### config.mk
export PLATFORM = sky130hd
export DESIGN_NAME = touch_gesture_recognizer_top
export DESIGN_NICKNAME = d
export VERILOG_FILES = /design/src/hw/rtl/tgr_pkg.sv /design/src/hw/rtl/tgr_cfg_regs.sv /design/src/hw/rtl/tgr_in_stage.sv /design/src/hw/rtl/tgr_core.sv /design/src/hw/rtl/tgr_out_stage.sv /design/src/hw/rtl/touch_gesture_recognizer_top.sv
export SDC_FILE = /design/constraint.sdc
export NUM_CORES = 1
export LEC_CHECK = 0
export ABC_AREA = 1
export BUFFER_PORTS_ARGS = -buffer_cell sky130_fd_sc_hd__buf_4
export CAP_MARGIN = 20
export CORE_MARGIN = 4
export CORE_UTILIZATION = 60
export DETAILED_ROUTE_END_ITERATION = 16
export PLACE_DENSITY = 0.9
export SYNTH_ARGS = -nofsm -noshare
export SYNTH_HDL_FRONTEND = slang
export SYNTH_SLANG_ARGS = --single-unit
### constraint.sdc
create_clock -name clk_i -period 6.07 [get_ports clk_i]
set_input_delay 0.9105 -clock clk_i [delete_from_list [all_inputs] [get_ports clk_i]]
set_output_delay 0.9105 -clock clk_i [all_outputs]
set_load 0.005 [all_outputs]
### src/hw/rtl/tgr_pkg.sv
// ----------------------------------------------------------------------------
// tgr_pkg: shared types and constants of the touch gesture recognizer
// Event kinds, button codes, gesture codes, phase encoding and the
// configuration register map with reset values.
// ----------------------------------------------------------------------------
package tgr_pkg;

  // Event kind carried on the input tuser.
  typedef enum logic [1:0] {
    KIND_PRESS   = 2'd0,
    KIND_RELEASE = 2'd1,
    KIND_MOVE    = 2'd2,
    KIND_TICK    = 2'd3
  } kind_e;

  // Button codes; codes two and three are ignored buttons.
  localparam logic [1:0] BTN_PRIMARY   = 2'd0;
  localparam logic [1:0] BTN_SECONDARY = 2'd1;

  // Gesture kind carried on the output tuser.
  typedef enum logic [1:0] {
    GEST_TAP    = 2'd0,
    GEST_LONG   = 2'd1,
    GEST_SCROLL = 2'd2
  } gesture_e;

  // Gesture machine phase, one-hot.
  typedef enum logic [3:0] {
    PH_IDLE      = 4'b0001,
    PH_TOUCHING  = 4'b0010,
    PH_SCROLLING = 4'b0100,
    PH_WAIT_LIFT = 4'b1000
  } phase_e;

  // Configuration register map.
  localparam int unsigned CfgIdxBits  = 3;
  localparam int unsigned CfgDataBits = 16;

  localparam logic [CfgIdxBits-1:0] CFG_TAP_MAX     = 3'd0;
  localparam logic [CfgIdxBits-1:0] CFG_LONG_PRESS  = 3'd1;
  localparam logic [CfgIdxBits-1:0] CFG_SCROLL_START = 3'd2;
  localparam logic [CfgIdxBits-1:0] CFG_SCROLL_EDGE = 3'd3;
  localparam logic [CfgIdxBits-1:0] CFG_SCREEN_W    = 3'd4;

  localparam logic [15:0] TAP_MAX_RST      = 16'd300;
  localparam logic [15:0] LONG_PRESS_RST   = 16'd500;
  localparam logic [11:0] SCROLL_START_RST = 12'd12;
  localparam logic [11:0] SCROLL_EDGE_RST  = 12'd0;
  localparam logic [12:0] SCREEN_W_RST     = 13'd320;

  typedef struct packed {
    logic [15:0] tap_window;
    logic [15:0] hold_time;
    logic [11:0] scroll_travel;
    logic [11:0] strip_width;
    logic [12:0] screen_width;
  } cfg_t;

endpackage

### src/hw/rtl/tgr_cfg_regs.sv
// ----------------------------------------------------------------------------
// tgr_cfg_regs: configuration register file
// Write-only registers loaded from the plain write port.
// ----------------------------------------------------------------------------
module tgr_cfg_regs
  import tgr_pkg::*;
(
  input  logic                   clk_i,
  input  logic                   rst_ni,
  input  logic                   cfg_we_i,
  input  logic [CfgIdxBits-1:0]  cfg_idx_i,
  input  logic [CfgDataBits-1:0] cfg_data_i,
  output cfg_t                   cfg_o
);

  cfg_t cfg_q, cfg_d;

  always_comb begin
    cfg_d = cfg_q;
    if (cfg_we_i) begin
      case (cfg_idx_i)
        CFG_TAP_MAX:      cfg_d.tap_window    = cfg_data_i[15:0];
        CFG_LONG_PRESS:   cfg_d.hold_time     = cfg_data_i[15:0];
        CFG_SCROLL_START: cfg_d.scroll_travel = cfg_data_i[11:0];
        CFG_SCROLL_EDGE:  cfg_d.strip_width   = cfg_data_i[11:0];
        CFG_SCREEN_W:     cfg_d.screen_width  = cfg_data_i[12:0];
        default:          cfg_d = cfg_q;
      endcase
    end
  end

  always_ff @(posedge clk_i or negedge rst_ni) begin
    if (!rst_ni) begin
      cfg_q.tap_window    <= TAP_MAX_RST;
      cfg_q.hold_time     <= LONG_PRESS_RST;
      cfg_q.scroll_travel <= SCROLL_START_RST;
      cfg_q.strip_width   <= SCROLL_EDGE_RST;
      cfg_q.screen_width  <= SCREEN_W_RST;
    end else begin
      cfg_q <= cfg_d;
    end
  end

  assign cfg_o = cfg_q;

endmodule

### src/hw/rtl/tgr_in_stage.sv
// ----------------------------------------------------------------------------
// tgr_in_stage: input event register
// Captures one event beat and holds it until the gesture core consumes it.
// ----------------------------------------------------------------------------
module tgr_in_stage
  import tgr_pkg::*;
#(
  parameter int unsigned COORD_BITS = 12,
  parameter int unsigned TIME_BITS  = 32
) (
  input  logic                  clk_i,
  input  logic                  rst_ni,
  input  logic                  valid_i,
  output logic                  ready_o,
  input  logic [1:0]            kind_i,
  input  logic [1:0]            button_i,
  input  logic [COORD_BITS-1:0] pos_x_i,
  input  logic [COORD_BITS-1:0] pos_y_i,
  input  logic [TIME_BITS-1:0]  now_i,
  input  logic                  consume_i,
  output logic                  valid_o,
  output kind_e                 kind_o,
  output logic [1:0]            button_o,
  output logic [COORD_BITS-1:0] pos_x_o,
  output logic [COORD_BITS-1:0] pos_y_o,
  output logic [TIME_BITS-1:0]  now_o
);

  logic                  valid_q, valid_d;
  logic                  load;
  kind_e                 kind_q;
  logic [1:0]            button_q;
  logic [COORD_BITS-1:0] pos_x_q, pos_y_q;
  logic [TIME_BITS-1:0]  now_q;

  assign ready_o = !valid_q || consume_i;
  assign load    = valid_i && ready_o;

  always_comb begin
    valid_d = valid_q;
    if (load) begin
      valid_d = 1'b1;
    end else if (consume_i) begin
      valid_d = 1'b0;
    end
  end

  always_ff @(posedge clk_i or negedge rst_ni) begin
    if (!rst_ni) begin
      valid_q <= 1'b0;
    end else begin
      valid_q <= valid_d;
    end
  end

  always_ff @(posedge clk_i) begin
    if (load) begin
      kind_q   <= kind_e'(kind_i);
      button_q <= button_i;
      pos_x_q  <= pos_x_i;
      pos_y_q  <= pos_y_i;
      now_q    <= now_i;
    end
  end

  assign valid_o  = valid_q;
  assign kind_o   = kind_q;
  assign button_o = button_q;
  assign pos_x_o  = pos_x_q;
  assign pos_y_o  = pos_y_q;
  assign now_o    = now_q;

endmodule

### src/hw/rtl/tgr_core.sv
// ----------------------------------------------------------------------------
// tgr_core: gesture state machine
// Decides the gesture for the registered event and updates
// the phase, press position, press time and last scroll row.
// ----------------------------------------------------------------------------
module tgr_core
  import tgr_pkg::*;
#(
  parameter int unsigned COORD_BITS = 12,
  parameter int unsigned TIME_BITS  = 32
) (
  input  logic                  clk_i,
  input  logic                  rst_ni,
  input  cfg_t                  cfg_i,
  input  logic                  valid_i,
  input  kind_e                 kind_i,
  input  logic [1:0]            button_i,
  input  logic [COORD_BITS-1:0] pos_x_i,
  input  logic [COORD_BITS-1:0] pos_y_i,
  input  logic [TIME_BITS-1:0]  now_i,
  input  logic                  out_free_i,
  output logic                  consume_o,
  output logic                  push_o,
  output gesture_e              gesture_o,
  output logic [COORD_BITS-1:0] at_x_o,
  output logic [COORD_BITS-1:0] at_y_o,
  output logic [COORD_BITS:0]   delta_y_o
);

  // Widths for the signed strip and dead-zone compares.
  localparam int unsigned SW = ((COORD_BITS > 13) ? COORD_BITS : 13) + 2;
  localparam int unsigned DW = ((COORD_BITS > 12) ? COORD_BITS : 12) + 2;

  phase_e                phase_q, phase_d;
  logic [TIME_BITS-1:0]  press_time_q, press_time_d;
  logic [COORD_BITS-1:0] press_x_q, press_x_d;
  logic [COORD_BITS-1:0] press_y_q, press_y_d;
  logic [COORD_BITS-1:0] last_y_q, last_y_d;

  logic [TIME_BITS-1:0]  elapsed;
  logic signed [SW-1:0]  strip_lim;
  logic signed [SW-1:0]  px_ext;
  logic                  in_strip;
  logic signed [DW-1:0]  travel;
  logic signed [DW-1:0]  start_s;
  logic                  dead_zone;
  logic                  produce;

  assign elapsed   = now_i - press_time_q;
  assign strip_lim = $signed(SW'(cfg_i.screen_width)) - $signed(SW'(cfg_i.strip_width));
  assign px_ext    = $signed(SW'(press_x_q));
  assign in_strip  = (cfg_i.strip_width != '0) && (px_ext >= strip_lim);
  assign travel    = $signed(DW'(pos_y_i)) - $signed(DW'(press_y_q));
  assign start_s   = $signed(DW'(cfg_i.scroll_travel));
  assign dead_zone = (travel > -start_s) && (travel < start_s);

  always_comb begin
    phase_d      = phase_q;
    press_time_d = press_time_q;
    press_x_d    = press_x_q;
    press_y_d    = press_y_q;
    last_y_d     = last_y_q;
    produce      = 1'b0;
    gesture_o    = GEST_TAP;
    at_x_o       = press_x_q;
    at_y_o       = press_y_q;
    delta_y_o    = '0;
    case (kind_i)
      KIND_PRESS: begin
        if (button_i == BTN_SECONDARY) begin
          // Secondary button is an instant long press at the pointer.
          produce   = 1'b1;
          gesture_o = GEST_LONG;
          at_x_o    = pos_x_i;
          at_y_o    = pos_y_i;
        end else if (button_i == BTN_PRIMARY && phase_q == PH_IDLE) begin
          press_x_d    = pos_x_i;
          press_y_d    = pos_y_i;
          press_time_d = now_i;
          phase_d      = PH_TOUCHING;
        end
      end
      KIND_RELEASE: begin
        if (button_i == BTN_PRIMARY && phase_q != PH_IDLE) begin
          if (phase_q == PH_TOUCHING && elapsed < TIME_BITS'(cfg_i.tap_window)) begin
            produce   = 1'b1;
            gesture_o = GEST_TAP;
          end
          phase_d = PH_IDLE;
        end
      end
      KIND_MOVE: begin
        if (phase_q == PH_TOUCHING) begin
          if (in_strip && !dead_zone) begin
            last_y_d = pos_y_i;
            phase_d  = PH_SCROLLING;
          end
        end else if (phase_q == PH_SCROLLING && pos_y_i != last_y_q) begin
          produce   = 1'b1;
          gesture_o = GEST_SCROLL;
          at_x_o    = pos_x_i;
          at_y_o    = pos_y_i;
          delta_y_o = {1'b0, pos_y_i} - {1'b0, last_y_q};
          last_y_d  = pos_y_i;
        end
      end
      KIND_TICK: begin
        if (phase_q == PH_TOUCHING && elapsed >= TIME_BITS'(cfg_i.hold_time)) begin
          produce   = 1'b1;
          gesture_o = GEST_LONG;
          phase_d   = PH_WAIT_LIFT;
        end
      end
      default: produce = 1'b0;
    endcase
  end

  // An event with no result never waits for the output register.
  assign consume_o = valid_i && (!produce || out_free_i);
  assign push_o    = consume_o && produce;

  always_ff @(posedge clk_i or negedge rst_ni) begin
    if (!rst_ni) begin
      phase_q      <= PH_IDLE;
      press_time_q <= '0;
      press_x_q    <= '0;
      press_y_q    <= '0;
      last_y_q     <= '0;
    end else if (consume_o) begin
      phase_q      <= phase_d;
      press_time_q <= press_time_d;
      press_x_q    <= press_x_d;
      press_y_q    <= press_y_d;
      last_y_q     <= last_y_d;
    end
  end

endmodule

### src/hw/rtl/tgr_out_stage.sv
// ----------------------------------------------------------------------------
// tgr_out_stage: result register
// Holds one gesture beat for the downstream side and reports free space.
// ----------------------------------------------------------------------------
module tgr_out_stage
  import tgr_pkg::*;
#(
  parameter int unsigned COORD_BITS = 12
) (
  input  logic                  clk_i,
  input  logic                  rst_ni,
  input  logic                  push_i,
  input  gesture_e              gesture_i,
  input  logic [COORD_BITS-1:0] at_x_i,
  input  logic [COORD_BITS-1:0] at_y_i,
  input  logic [COORD_BITS:0]   delta_y_i,
  output logic                  free_o,
  output logic                  valid_o,
  input  logic                  ready_i,
  output gesture_e              gesture_o,
  output logic [COORD_BITS-1:0] at_x_o,
  output logic [COORD_BITS-1:0] at_y_o,
  output logic [COORD_BITS:0]   delta_y_o
);

  logic                  valid_q, valid_d;
  gesture_e              gesture_q;
  logic [COORD_BITS-1:0] at_x_q, at_y_q;
  logic [COORD_BITS:0]   delta_y_q;

  assign free_o = !valid_q || ready_i;

  always_comb begin
    valid_d = valid_q;
    if (push_i) begin
      valid_d = 1'b1;
    end else if (ready_i) begin
      valid_d = 1'b0;
    end
  end

  always_ff @(posedge clk_i or negedge rst_ni) begin
    if (!rst_ni) begin
      valid_q <= 1'b0;
    end else begin
      valid_q <= valid_d;
    end
  end

  always_ff @(posedge clk_i) begin
    if (push_i) begin
      gesture_q <= gesture_i;
      at_x_q    <= at_x_i;
      at_y_q    <= at_y_i;
      delta_y_q <= delta_y_i;
    end
  end

  assign valid_o   = valid_q;
  assign gesture_o = gesture_q;
  assign at_x_o    = at_x_q;
  assign at_y_o    = at_y_q;
  assign delta_y_o = delta_y_q;

endmodule

### src/hw/rtl/touch_gesture_recognizer_top.sv
// ----------------------------------------------------------------------------
// touch_gesture_recognizer_top: tap, long press and edge-scroll detector
//
// Pointer events enter on the s_axis stream: tuser carries the event kind
// and the button, tdata the pointer position and a wrapping millisecond
// timestamp. Gestures leave on the m_axis stream: tuser carries the gesture
// kind, tdata the gesture position and the signed vertical scroll travel.
// Each event yields zero or one gesture beat.
//
// An accepted event is held in an input register; the next cycle the
// gesture machine decides it and, if it produces a gesture, loads the
// result register, which offers it on the gesture stream.
// One event per cycle is sustained unless a gesture stalls; the limit is
// the single decision stage between the two registers. Events that produce
// no gesture pass through even while the result register is full; an
// event that produces a gesture waits in the input register until the
// receiver takes the previous beat, and s_axis_tready drops only then.
//
// Reset restores config defaults, idles the machine, empties both registers.
// Write configuration on the cfg port only while the block is idle; the
// block does not enforce this. Values hold until written again.
// ----------------------------------------------------------------------------
module touch_gesture_recognizer_top
  import tgr_pkg::*;
#(
  parameter int unsigned COORD_BITS = 12,
  parameter int unsigned TIME_BITS  = 32,
  // Derived widths of the packed stream data.
  localparam int unsigned IN_W  = ((2 * COORD_BITS + TIME_BITS + 7) / 8) * 8,
  localparam int unsigned OUT_W = ((3 * COORD_BITS + 1 + 7) / 8) * 8
) (
  input  logic                   clk_i,
  input  logic                   rst_ni,
  // Event stream.
  input  logic                   s_axis_tvalid,
  output logic                   s_axis_tready,
  input  logic [IN_W-1:0]        s_axis_tdata,  // pos_x, pos_y, now_ms, zero pad
  input  logic [3:0]             s_axis_tuser,  // kind, button
  // Gesture stream.
  output logic                   m_axis_tvalid,
  input  logic                   m_axis_tready,
  output logic [OUT_W-1:0]       m_axis_tdata,  // at_x, at_y, delta_y, zero pad
  output logic [1:0]             m_axis_tuser,  // gesture
  // Configuration write port.
  input  logic                   cfg_we_i,
  input  logic [CfgIdxBits-1:0]  cfg_idx_i,
  input  logic [CfgDataBits-1:0] cfg_data_i
);

  cfg_t                  cfg;
  logic                  ev_valid;
  kind_e                 ev_kind;
  logic [1:0]            ev_button;
  logic [COORD_BITS-1:0] ev_x, ev_y;
  logic [TIME_BITS-1:0]  ev_now;
  logic                  consume, push, out_free;
  gesture_e              res_gesture, out_gesture;
  logic [COORD_BITS-1:0] res_x, res_y, out_x, out_y;
  logic [COORD_BITS:0]   res_dy, out_dy;

  tgr_cfg_regs u_cfg (
    .clk_i      (clk_i),
    .rst_ni     (rst_ni),
    .cfg_we_i   (cfg_we_i),
    .cfg_idx_i  (cfg_idx_i),
    .cfg_data_i (cfg_data_i),
    .cfg_o      (cfg)
  );

  tgr_in_stage #(
    .COORD_BITS (COORD_BITS),
    .TIME_BITS  (TIME_BITS)
  ) u_in (
    .clk_i     (clk_i),
    .rst_ni    (rst_ni),
    .valid_i   (s_axis_tvalid),
    .ready_o   (s_axis_tready),
    .kind_i    (s_axis_tuser[1:0]),
    .button_i  (s_axis_tuser[3:2]),
    .pos_x_i   (s_axis_tdata[COORD_BITS-1:0]),
    .pos_y_i   (s_axis_tdata[2*COORD_BITS-1:COORD_BITS]),
    .now_i     (s_axis_tdata[2*COORD_BITS+TIME_BITS-1:2*COORD_BITS]),
    .consume_i (consume),
    .valid_o   (ev_valid),
    .kind_o    (ev_kind),
    .button_o  (ev_button),
    .pos_x_o   (ev_x),
    .pos_y_o   (ev_y),
    .now_o     (ev_now)
  );

  tgr_core #(
    .COORD_BITS (COORD_BITS),
    .TIME_BITS  (TIME_BITS)
  ) u_core (
    .clk_i      (clk_i),
    .rst_ni     (rst_ni),
    .cfg_i      (cfg),
    .valid_i    (ev_valid),
    .kind_i     (ev_kind),
    .button_i   (ev_button),
    .pos_x_i    (ev_x),
    .pos_y_i    (ev_y),
    .now_i      (ev_now),
    .out_free_i (out_free),
    .consume_o  (consume),
    .push_o     (push),
    .gesture_o  (res_gesture),
    .at_x_o     (res_x),
    .at_y_o     (res_y),
    .delta_y_o  (res_dy)
  );

  tgr_out_stage #(
    .COORD_BITS (COORD_BITS)
  ) u_out (
    .clk_i     (clk_i),
    .rst_ni    (rst_ni),
    .push_i    (push),
    .gesture_i (res_gesture),
    .at_x_i    (res_x),
    .at_y_i    (res_y),
    .delta_y_i (res_dy),
    .free_o    (out_free),
    .valid_o   (m_axis_tvalid),
    .ready_i   (m_axis_tready),
    .gesture_o (out_gesture),
    .at_x_o    (out_x),
    .at_y_o    (out_y),
    .delta_y_o (out_dy)
  );

  // Fields packed from bit zero up, padded with zeros to whole bytes.
  assign m_axis_tdata = OUT_W'({out_dy, out_y, out_x});
  assign m_axis_tuser = out_gesture;

endmodule

==> reports/metrics.csv, run 1 <==
stage,metric,value,unit
sta,timing_max_transition_violations_final,0,
pwr,internal-power,0.00368,W
finish,regArea,6570,sq um
clock_tree,clk_path_buf_depth,3,
finish,antenna_cells,0,
sta,slew_headroom,33.7,%
worst_setup_path,end_kind,flop,
detailed_routing,drc,0,
global_route,grt_pass1_vias,13000,
clock_tree,clk-insertion-delay-late,550,ps
worst_setup_path,required,6490,ps
logic_synthesis,synth_top_area_cell,dfrtp_1,
worst_setup_path,reg2reg_from,u_in.pos_y_o[2],
hold_path,min_path_type,in2async,
finish,fillCellCount,1968,
logic_synthesis,ys_seq_area_share,43.2,%
clock_tree,clock-sinks,242,
detailed_routing,drt_iter0_markers,1146,
sta,hold_violations,0,
logic_synthesis,synth_cell_type_count,42,
logic_synthesis,netlist_area,15200,sq um
place,gp_congestion,0.949,
sta,finalClockSkew,16.2,ps
pwr,clockPowerShare,27.8,%
sta,tns,0,ps
clock_tree,cts_setup_buffers,0,
finish,multi_input_area,7160,sq um
global_route,grt_overflow,0,
die,io-pin-count,128,
finish,nNetsFinal,2242,
global_route,grt_use_total,26.7,%
logic_synthesis,synthArstFlopShare,59.1,%
finish,layout-drive-gt1-share,10.7,%
finish,syn2layout_area_growth,13.3,%
clock_tree,root_buffer,clkbuf_16,
pwr,switching_share,36.8,%
logic_synthesis,yosysWarnings,0,
sta,fin_crit,4920,ps
logic_synthesis,ys_top_cells_by_area,"dfrtp_1 21%, edfxtp_1 20%, nand2_1 14%",
worst_setup_path,crit_start,u_in.pos_y_o[2],
place,hpwl,27900,um
job,drv_cap,0,
worst_setup_path,critical_path_arrival,5340,ps
clock_tree,cts-hold-fix-buffers,0,
clock_tree,cts_resized,0,
pwr,p_switching,0.00214,W
global_route,grt_max_degree,84,
detailed_routing,vias_per_cell,5.54,
global_route,grt_pass1_wl,62600,um
pwr,ir_drop,0.274,mV
pwr,p_leak,8.85,nW
die,initial_core_util,60.8,%
place,numPortBuffers,124,
pwr,powerDensity,337,nW/um^2
pwr,power,0.00582,W
logic_synthesis,ys_ff_latch,242,
status,status,"complete, no violations",
sta,rsz0062_at_grt,no,
logic_synthesis,ys_top_cells_by_count,"582 x nand2_1, 314 x inv_1, 136 x ha_1",
clock_tree,ctsHtreeMaxLevel,1,
detailed_routing,wl_per_cell,15.9,um
sta,post-route-period-util,81.1,%
pwr,p_comb_share,35.9,%
die,die_h,167,um
detailed_routing,final_antenna_net_count,0,
global_route,antenna_found_initial,0,
logic_synthesis,yosysTopAreaCellShare,21.0,%
sta,worstMarginPinSlew,992,ps
detailed_routing,drtPass1Iterations,6,
worst_setup_path,critPathKind,reg2reg,
logic_synthesis,syn_avg_cell_area,7.99,sq um
clock_tree,cts_made_buffers,27,
die,core_area,25000,sq um
sta,fmax,0.203,GHz
logic_synthesis,yosysMostFrequentCell,nand2_1,
clock_tree,tritoncts,done,
worst_setup_path,cp_max_fo,13,
logic_synthesis,syn_inst,1905,
die,die_area,28000,sq um
clock_tree,clk_pin_slew,60,ps
logic_synthesis,ys_dominant_reg_cell,dfrtp_1,
logic_synthesis,synth_edf_count,99,
die,die_x,167,um
detailed_routing,routed-via-count,13100,
pwr,seqPwrFrac,36.4,%
sta,setup_violations,0,
die,rows,58,
worst_setup_path,critPathLaunchType,flop,
detailed_routing,wirelength,37800,um
[kinds of logic after synthesis]
group           share of synthesized area, %
flops                                   43.2
buf+inv                                 9.87
compound gates                          8.32
other cells                           0.0246
fa+ha+maj                               11.7
xor+xnor                                2.71
simple gates                            24.2
[power by group through the flow]
stage	registers, W	clock network (W)	logic (W)
global route	0.00214	0.00171	0.00241
detailed placement	0.00214	0	0.00204
CTS	0.00211	0.00163	0.00207
global placement	0.00212	0	0.00194
finish	0.00212	0.00162	0.00209
floorplan	0.00209	0	0.00153
[state kept, by name (all words and copies together), names as in the netlist]
signal	cells
u_cfg.cfg_o	69
u_core.last_y_q	12
u_core.phase_q	4
u_core.press_time_q	32
u_core.press_x_q	12
u_core.press_y_q	12
u_in.button_o	2
u_in.kind_o	2
u_in.now_o	32
u_in.pos_x_o	12
u_in.pos_y_o	12
u_in.valid_o	1
u_out.at_x_o	12
u_out.at_y_o	12
u_out.delta_y_o	13
u_out.gesture_o	2
u_out.valid_o	1
[area by class of cell]
type	instances	share of cell area [%]
inverters	320	6.96
flip-flops and latches	242	38.1
repair buffers	133	5.93
clock buffers	30	4.10
multi-input cells	1294	41.5
well taps	330	2.39
clock inverters	20	1.02
[path summary, 6_finish.rpt]
kind	depth (start not counted)	to	slack, ps
worst max-delay path	27	u_core.last_y_q[1]	1150
worst min-delay path	1	u_core.press_x_q[5]	380
worst max register to register	27	u_core.last_y_q[1]	1150
worst min register to register	2	u_core.press_time_q[15]	470
max in group asynchronous	2	u_cfg.cfg_o[25]	4320
min in group clk_i	2	u_core.press_time_q[15]	470
[worst max-delay path: stages, from the launching register on]
cell,delay [ps]
edfxtp_1,460
ha_1,390
a21oi_1,170
and2_1,200
inv_1,80
nand2_1,60
o211ai_1,130
a21o_1,180
a21oi_1,250
o21bai_1,120
a21oi_1,170
xnor2_1,130
ha_1,330
nand3_1,100
nor3_1,200
o21ai_0,140
o2111ai_1,130
nand2_1,80
nand2_1,70
nor2_1,40
nand2_1,60
nand2_1,40
nor2_1,140
nand2_1,70
nand2_1,340
nand3_1,440
nand2_1,200
nand2_1,80
[per-stage QoR]
| step | util [%] | instance area [sq um] | hold slack, ps | setup WS, ps | instances |
|---|---|---|---|---|---|
| after detailed placement | 65.3 | 16300 | 458 | 1460 | 2318 |
| final | 68.9 | 17200 | 376 | 1150 | 2369 |
| after CTS | 68.8 | 17200 | 441 | 1300 | 2368 |
| after global placement | 65.3 | 16300 | 453 | 1710 | 2318 |
| after floorplan | - | 15200 | 442 | 1830 | 1907 |
| after global routing | 68.9 | 17200 | 479 | 780 | 2369 |
[routing by layer]
layer	share of wire, %	global-route usage [%]	vias up	wire [um]
met2	50	48.5	455	19000
met3	6.2	3.54	100	2330
met1	40	33.1	6153	15200
met4	3.3	8.47	0	1260
met5	0	0	-	0
li1	-	-	6418	-
[cell usage in the layout (no fill, tap or decap), types with 5 or more instances in the layout]
master      instances
nor2_1             89
buf_4             130
o21a_1              5
dfrtp_1           127
dfstp_2            15
clkbuf_16          27
nand4_1            90
a21oi_1            86
nor4_1              7
nor2_2              6
nor3_1             12
nand2_2             5
edfxtp_1           99
nand2_1           582
xnor2_1             9
o21ai_0           117
ha_1              136
xor2_1             38
inv_2               7
clkinv_2            6
inv_1             313
a211oi_1            7
clkinvlp_4          7
nand3_1            60
No activity file was read; power rests on OpenSTA's default activity.
==> run 2, diff against run 1 <==
Settings changed: ABC_AREA 1 to 0, CORE_UTILIZATION 60 to 55, PLACE_DENSITY 0.9 to 0.88.
Clock period 6.07 ns to 4.3 ns, I/O delays scaled along.
==> reports/metrics.csv, run 2 <==
stage,metric,value,unit,change
finish,layout-drive-gt1-share,30.6,%,+20 points
die,io-pin-count,128,,unchanged
global_route,grt_pass1_wl,56900,um,-9.2%
place,hpwl,25500,um,-8.5%
detailed_routing,vias_per_cell,5.78,,+4.3%
finish,antenna_cells,0,,unchanged
finish,layout_common_cells,"255 x buf_4, 138 x inv_1, 130 x ha_1",,
finish,largest_reg_flops,69,,unchanged
global_route,grt_max_degree,103,,+23%
sta,worstMarginPinSlew,1100,ps,+105 ps
logic_synthesis,ys_ff_latch,242,,unchanged
worst_setup_path,critical_path_arrival,4250,ps,-1090 ps
die,die_h,169,um,+0.77%
detailed_routing,wl_met3,1990,um,-15%
sta,slew_headroom,26.6,%,-7.0 points
finish,final_common_cell,buf_4,,
sta,post-route-period-util,114,%,
place,numPortBuffers,124,,unchanged
logic_synthesis,ys_seq_area_share,46.4,%,+3.2 points
sta,fmax,0.204,GHz,
logic_synthesis,synth_top_area_cell,dfrtp_1,,
detailed_routing,highest_layer,met4,,
finish,layoutNonFillerInstCount,1972,,-17%
die,core_area,25300,sq um,+0.87%
global_route,grt_overflow,0,,unchanged
logic_synthesis,yosysTopAreaCellShare,22.6,%,+1.5 points
clock_tree,clk_pin_slew,60,ps,about the same
detailed_routing,routed-via-count,11400,,-13%
clock_tree,clock-sinks,242,,unchanged
global_route,grt_use_total,24.4,%,-2.3 points
sta,hold_violations,0,,unchanged
sta,setup_violations,73,,+73
clock_tree,clk-insertion-delay-late,540,ps,about the same
finish,stdcell_area,17900,sq um,+4.1%
sta,timing_max_transition_violations_final,0,,unchanged
worst_setup_path,cp_max_fo,5,,-8
place,pre_cts_ws,-295,ps,-1750 ps
die,initial_core_util,56.1,%,-4.7 points
logic_synthesis,yosysMostFrequentCell,inv_1,,
worst_setup_path,critPathLaunchType,flop,,
finish,nNetsFinal,1846,,-18%
detailed_routing,final_antenna_net_count,0,,unchanged
die,die_area,28400,sq um,+1.5%
sta,fin_crit,4900,ps,
status,violations,setup timing,,
job,drv_cap,0,,unchanged
logic_synthesis,synth_edf_count,99,,unchanged
logic_synthesis,netlist_area,14200,sq um,-6.8%
hold_path,min_path_type,in2async,,
pwr,ir_drop,0.430,mV,+57%
worst_setup_path,required,3650,ps,-2840 ps
place,gp_congestion,0.927,,-2.3%
clock_tree,ctsHtreeMaxLevel,1,,unchanged
logic_synthesis,synthArstFlopShare,59.1,%,unchanged
sta,finalClockSkew,14.4,ps,-1.82 ps
die,rows,58,,unchanged
detailed_routing,drtPass1Iterations,5,,-1
detailed_routing,drt_iter0_markers,801,,-30%
status,status,finished with violations,,
sta,rsz0062_at_grt,yes,,
worst_setup_path,critPathKind,reg2out,,
logic_synthesis,ys_top_cells_by_count,"142 x inv_1, 136 x ha_1, 128 x dfrtp_1",,
clock_tree,cts-hold-fix-buffers,0,,unchanged
logic_synthesis,yosysWarnings,0,,unchanged
die,die_x,169,um,+0.77%
logic_synthesis,syn_avg_cell_area,10.5,sq um,+31%
detailed_routing,wl_met1,14400,um,-5.0%
clock_tree,root_buffer,clkbuf_16,,
worst_setup_path,end_kind,output pin,,
detailed_routing,wl_per_cell,18.5,um,+16%
clock_tree,cts_made_buffers,26,,-3.7%
clock_tree,tritoncts,done,,
logic_synthesis,synth_cell_type_count,76,,+81%
detailed_routing,wirelength,36400,um,-3.6%
sta,setup_slack,-597,ps,-1750 ps
pwr,p_leak,8.06,nW,-8.9%
detailed_routing,drc,0,,unchanged
global_route,antenna_found_initial,0,,unchanged
logic_synthesis,ys_dominant_reg_cell,dfrtp_1,,
place,placed_area,16400,sq um,+0.28%
clock_tree,clk_path_buf_depth,3,,unchanged
place,dp_cells,1888,,-19%
logic_synthesis,ys_top_cells_by_area,"dfrtp_1 23%, edfxtp_1 21%, ha_1 12%",,
detailed_routing,met2_length,18300,um,-3.8%
pwr,powerDensity,575,nW/um^2,+71%
logic_synthesis,syn_inst,1351,,-29%
global_route,grt_pass1_vias,11600,,-11%
finish,syn2layout_area_growth,26.6,%,
==> run 2: cell families (layout without fill, tap and decap cells) <==
group | after synthesis | after routing | share of synthesized area, %
AO/OA/AOI/OAI | 285 | 285 | 12.6
AND/OR/NAND/NOR | 357 | 357 | 12.6
other | 1 | 3 | 0.0265
multiplexers | 92 | 92 | 7.52
XOR/XNOR | 55 | 55 | 3.40
adder cells (fa/ha/maj) | 140 | 140 | 12.6
buffers and inverters | 179 | 468 | 4.89
flip-flops | 242 | 242 | 46.4
==> run 2: path summary, 6_finish.rpt <==
| path | from | end | slack, ps | cells after the start |
|---|---|---|---|---|
| min in group clk_i | s_axis_tdata[15] | u_in.pos_y_o[3] | 280 | 1 |
| worst max register to register | u_in.pos_y_o[1] | u_core.last_y_q[2] | -210 | 24 |
| worst min-delay path | rst_ni | u_cfg.cfg_o[26] | 200 | 1 |
| worst max-delay path | u_core.press_time_q[0] | s_axis_tready | -600 | 17 |
| max in group asynchronous | rst_ni | u_core.press_time_q[24] | 3130 | 2 |
| worst min register to register | u_in.pos_x_o[8] | u_core.press_x_q[8] | 500 | 1 |
==> run 2: per-stage QoR <==
step	utilization, %	power, W	hold WS, ps	TNS [ps]
6_report	71.1	0.0103	200	-7120
3_3_place_gp	64.9	0.00736	480	-1610
2_1_floorplan	-	0.00608	349	-19980
5_1_grt	71.1	0.0110	260	-20440
4_1_cts	70.0	0.00998	257	-14790
3_5_place_dp	64.9	0.00762	491	-4640
==> run 2: area by class of cell <==
cell class / instances / area [sq um]
timing repair buffer: 278 / 2310
clock buffer: 38 / 748
multi-input combinational: 932 / 7310
tap: 330 / 413
fill: 1716 / 7300
inverter: 142 / 537
clock inverter: 10 / 65.1
sequential: 242 / 6570
==> run 2: layer usage <==
metal  up-vias  track usage (%)
met5         -                0
met4         0             10.3
met3       115             3.41
met2       392             43.5
met1      5541             29.8
li1       5343                -
==> run 2: what timing repair did <==
item	CTS	global route
buffers inserted	22	12
setup endpoints to repair	69	117
gates resized for setup	51	49
pin swaps	36	52
gates cloned	6	1
==> run 2: worst max-delay path, cell delays in order, from the launching register on <==
cell and delay [ps]:
dfrtp_1 400, ha_4 180, fa_2 380, nor2b_4 160, o211ai_4 110, a311o_2 380
buf_6 130, a211o_1 290, buf_6 140, a31oi_4 170, nor3_2 70, xor2_1 130
nand3_1 120, or4_4 560, nand3_2 100, and4b_2 240, inv_1 40, buf_4 120
==> run 2: power breakdown <==
group	internal, W	switching (W)
registers	0.00287	0.000272
clock network	0.00121	0.000923
logic	0.00241	0.00264
==> run 3, diff against run 2 <==
Settings changed: BUFFER_PORTS_ARGS -buffer_cell sky130_fd_sc_hd__buf_4 to -buffer_cell sky130_fd_sc_hd__buf_2, MAX_ROUTING_LAYER from default to met4.
==> reports/metrics.csv, run 3 (synthesis results as in run 2) <==
stage,metric,value,unit,change
status,status,finished with violations,,
status,violations,setup timing,,
pwr,switching_share,37.7,%,+0.48 points
sta,fin_crit,4860,ps,-34.3 ps
worst_setup_path,critical_path_arrival,4220,ps,-30 ps
worst_setup_path,crit_family,simple AND/OR/NAND/NOR gates,,
worst_setup_path,critPathKind,reg2out,,
detailed_routing,drc,0,,unchanged
clock_tree,cts_made_buffers,26,,unchanged
pwr,clockPowerShare,20.4,%,-0.3 points
sta,hold_violations,0,,unchanged
pwr,p_comb_share,49.1,%,about the same
detailed_routing,vias_per_cell,5.77,,about the same
sta,post-route-period-util,113,%,-0.80 points
sta,worstMarginPinSlew,1010,ps,-91.9 ps
worst_setup_path,path_cells,ha_4 > fa_2 > nor2b_4 > o211ai_4 > a311o_2 > buf_4 > a211o_1 > buf_6 > a31oi_1 > nor3_1 > xor2_1 > nand3_1 > or4_4 > nand3_2 > and4b_1 > inv_1 > buf_2,,
finish,syn2layout_area_growth,25.2,%,
detailed_routing,final_antenna_net_count,0,,unchanged
pwr,ir_drop,0.427,mV,-0.66%
place,gp_congestion,0.935,,+0.88%
place,numPortBuffers,124,,unchanged
die,rows,58,,unchanged
job,drv_cap,0,,unchanged
finish,fillCellCount,1727,,+0.64%
die,initial_core_util,56.1,%,unchanged
sta,finalClockSkew,16.9,ps,+2.50 ps
worst_setup_path,cp_slowest_cell,or4_4,,
finish,largest_reg_flops,69,,unchanged
global_route,grt_max_degree,80,,-22%
detailed_routing,drtPass1Iterations,5,,unchanged
sta,rsz0062_at_grt,yes,,
worst_setup_path,r2r_cells,22,,-8.3%
detailed_routing,wirelength,37700,um,+3.6%
hold_path,min_path_type,in2async,,
sta,setup_slack,-563,ps,+34.3 ps
place,hpwl,25300,um,-0.92%
sta,timing_max_transition_violations_final,0,,unchanged
die,die_area,28400,sq um,unchanged
clock_tree,clk_path_buf_depth,3,,unchanged
clock_tree,cts-hold-fix-buffers,0,,unchanged
finish,final_common_cell,inv_1,,
sta,fmax,0.206,GHz,+0.71%
global_route,grt_pass1_wl,58000,um,+2.0%
sta,slew_headroom,32.8,%,+6.2 points
clock_tree,clk-insertion-delay-late,540,ps,about the same
sta,setup_violations,76,,+4.1%
clock_tree,root_buffer,clkbuf_16,,
detailed_routing,wl_per_cell,19.1,um,+3.5%
pwr,powerDensity,580,nW/um^2,+0.71%
finish,layout_common_cells,"137 x inv_1, 131 x ha_1, 128 x buf_4, 128 x dfrtp_1, 124 x nand2_1",,
worst_setup_path,max_stage_delay,570,ps,about the same
pwr,internal-power,0.00641,W,-1.2%
worst_setup_path,critPathLaunchType,flop,,
worst_setup_path,worst-path-buf-inv,4,,unchanged
sta,tns,-12160,ps,-5040 ps
worst_setup_path,end_kind,output pin,,
pwr,seqPwrFrac,30.5,%,about the same
die,die_h,169,um,unchanged
die,die_x,169,um,unchanged
clock_tree,clock-sinks,242,,unchanged
place,pre_cts_ws,-445,ps,-150 ps
detailed_routing,routed-via-count,11400,,+0.053%
worst_setup_path,required,3650,ps,about the same
worst_setup_path,cp.depth,17,,unchanged
pwr,p_switching,0.00387,W,+0.87%
finish,nNetsFinal,1847,,+0.054%
global_route,antenna_found_initial,2,,+2
die,io-pin-count,128,,unchanged
pwr,p_leak,8.00,nW,-0.85%
die,core_area,25300,sq um,unchanged
clock_tree,clk_pin_slew,60,ps,about the same
global_route,grt_overflow,0,,unchanged
detailed_routing,drt_iter0_markers,790,,-1.4%
global_route,grt_use_total,25.9,%,+1.4 points
clock_tree,tritoncts,done,,
global_route,grt_pass1_vias,11700,,+0.45%
clock_tree,ctsHtreeMaxLevel,1,,unchanged
worst_setup_path,cp_max_fo,5,,unchanged
finish,layout-drive-gt1-share,31.0,%,+0.43 points
-- run 3: stage by stage --
| stage | util, % | total power [W] | cell area (sq um) | cells | hold WS, ps |
|---|---|---|---|---|---|
| 2_1_floorplan | - | 0.00608 | 14200 | 1353 | 349 |
| 3_3_place_gp | 63.5 | 0.00732 | 16000 | 1881 | 477 |
| 3_5_place_dp | 63.5 | 0.00758 | 16000 | 1881 | 494 |
| 4_1_cts | 69.3 | 0.00990 | 17500 | 1967 | 181 |
| 5_1_grt | 70.3 | 0.0110 | 17700 | 1974 | 212 |
| 6_report | 70.3 | 0.0103 | 17700 | 1974 | 140 |
-- run 3: area by class of cell --
cell class	instances	area (sq um)	share of cell area [%]
well taps	330	413	2.33
clock buffers	35	726	4.09
repair buffers	279	2090	11.8
multi-input cells	932	7340	41.4
inverters	142	537	3.02
clock inverters	12	72.6	0.409
flip-flops and latches	242	6570	37.0
diodes	2	5.00	0.0282
-- run 3: layer usage --
metal  track usage, %  up-vias  wire (um)
met2             46.0      422      19100
met3             3.27      137       1990
met1             30.2     5492      14700
met5                -        -          0
li1                 -     5346          -
met4             9.46        0       1930
-- run 3: path summary, 6_finish.rpt --
check | from | slack (ps) | end
max | u_core.press_time_q[0] | -560 | s_axis_tready
min | rst_ni | 140 | u_cfg.cfg_o[0]
max reg2reg | u_in.pos_y_o[0] | -280 | u_core.last_y_q[8]
min reg2reg | u_core.press_time_q[26] | 510 | u_core.press_time_q[26]
max in group asynchronous | rst_ni | 3160 | u_cfg.cfg_o[39]
min in group clk_i | s_axis_tdata[27] | 280 | u_in.now_o[3]
-- run 3: power by group through the flow --
stage,clock network (W),registers (W),logic (W)
finish,0.00210,0.00314,0.00505
global route,0.00224,0.00317,0.00556
CTS,0.00213,0.00311,0.00466
detailed placement,0,0.00315,0.00443
global placement,0,0.00312,0.00420
floorplan,0,0.00307,0.00301
-- run 3: worst register-to-register path: stages (launching register included) --
cell,delay (ps)
edfxtp_1,440
inv_2,110
ha_4,130
inv_2,50
fa_2,360
a211oi_2,260
o21ai_1,100
a31oi_1,210
nor2b_1,80
o21a_1,230
o41ai_4,280
ha_1,300
and3_4,190
o21ai_2,60
a21oi_2,70
a2111oi_4,300
nor2_1,90
o21ai_1,120
o2111a_2,310
a21oi_4,90
nor2_4,200
clkbuf_16,190
mux2_4,300
-- run 3: timing repair --
item / in CTS / in global routing
gates resized for setup: 49 / 68
buffers inserted: 32 / 10
gates cloned: 8 / 0
setup endpoints to repair: 76 / 120
pin swaps: 31 / 58
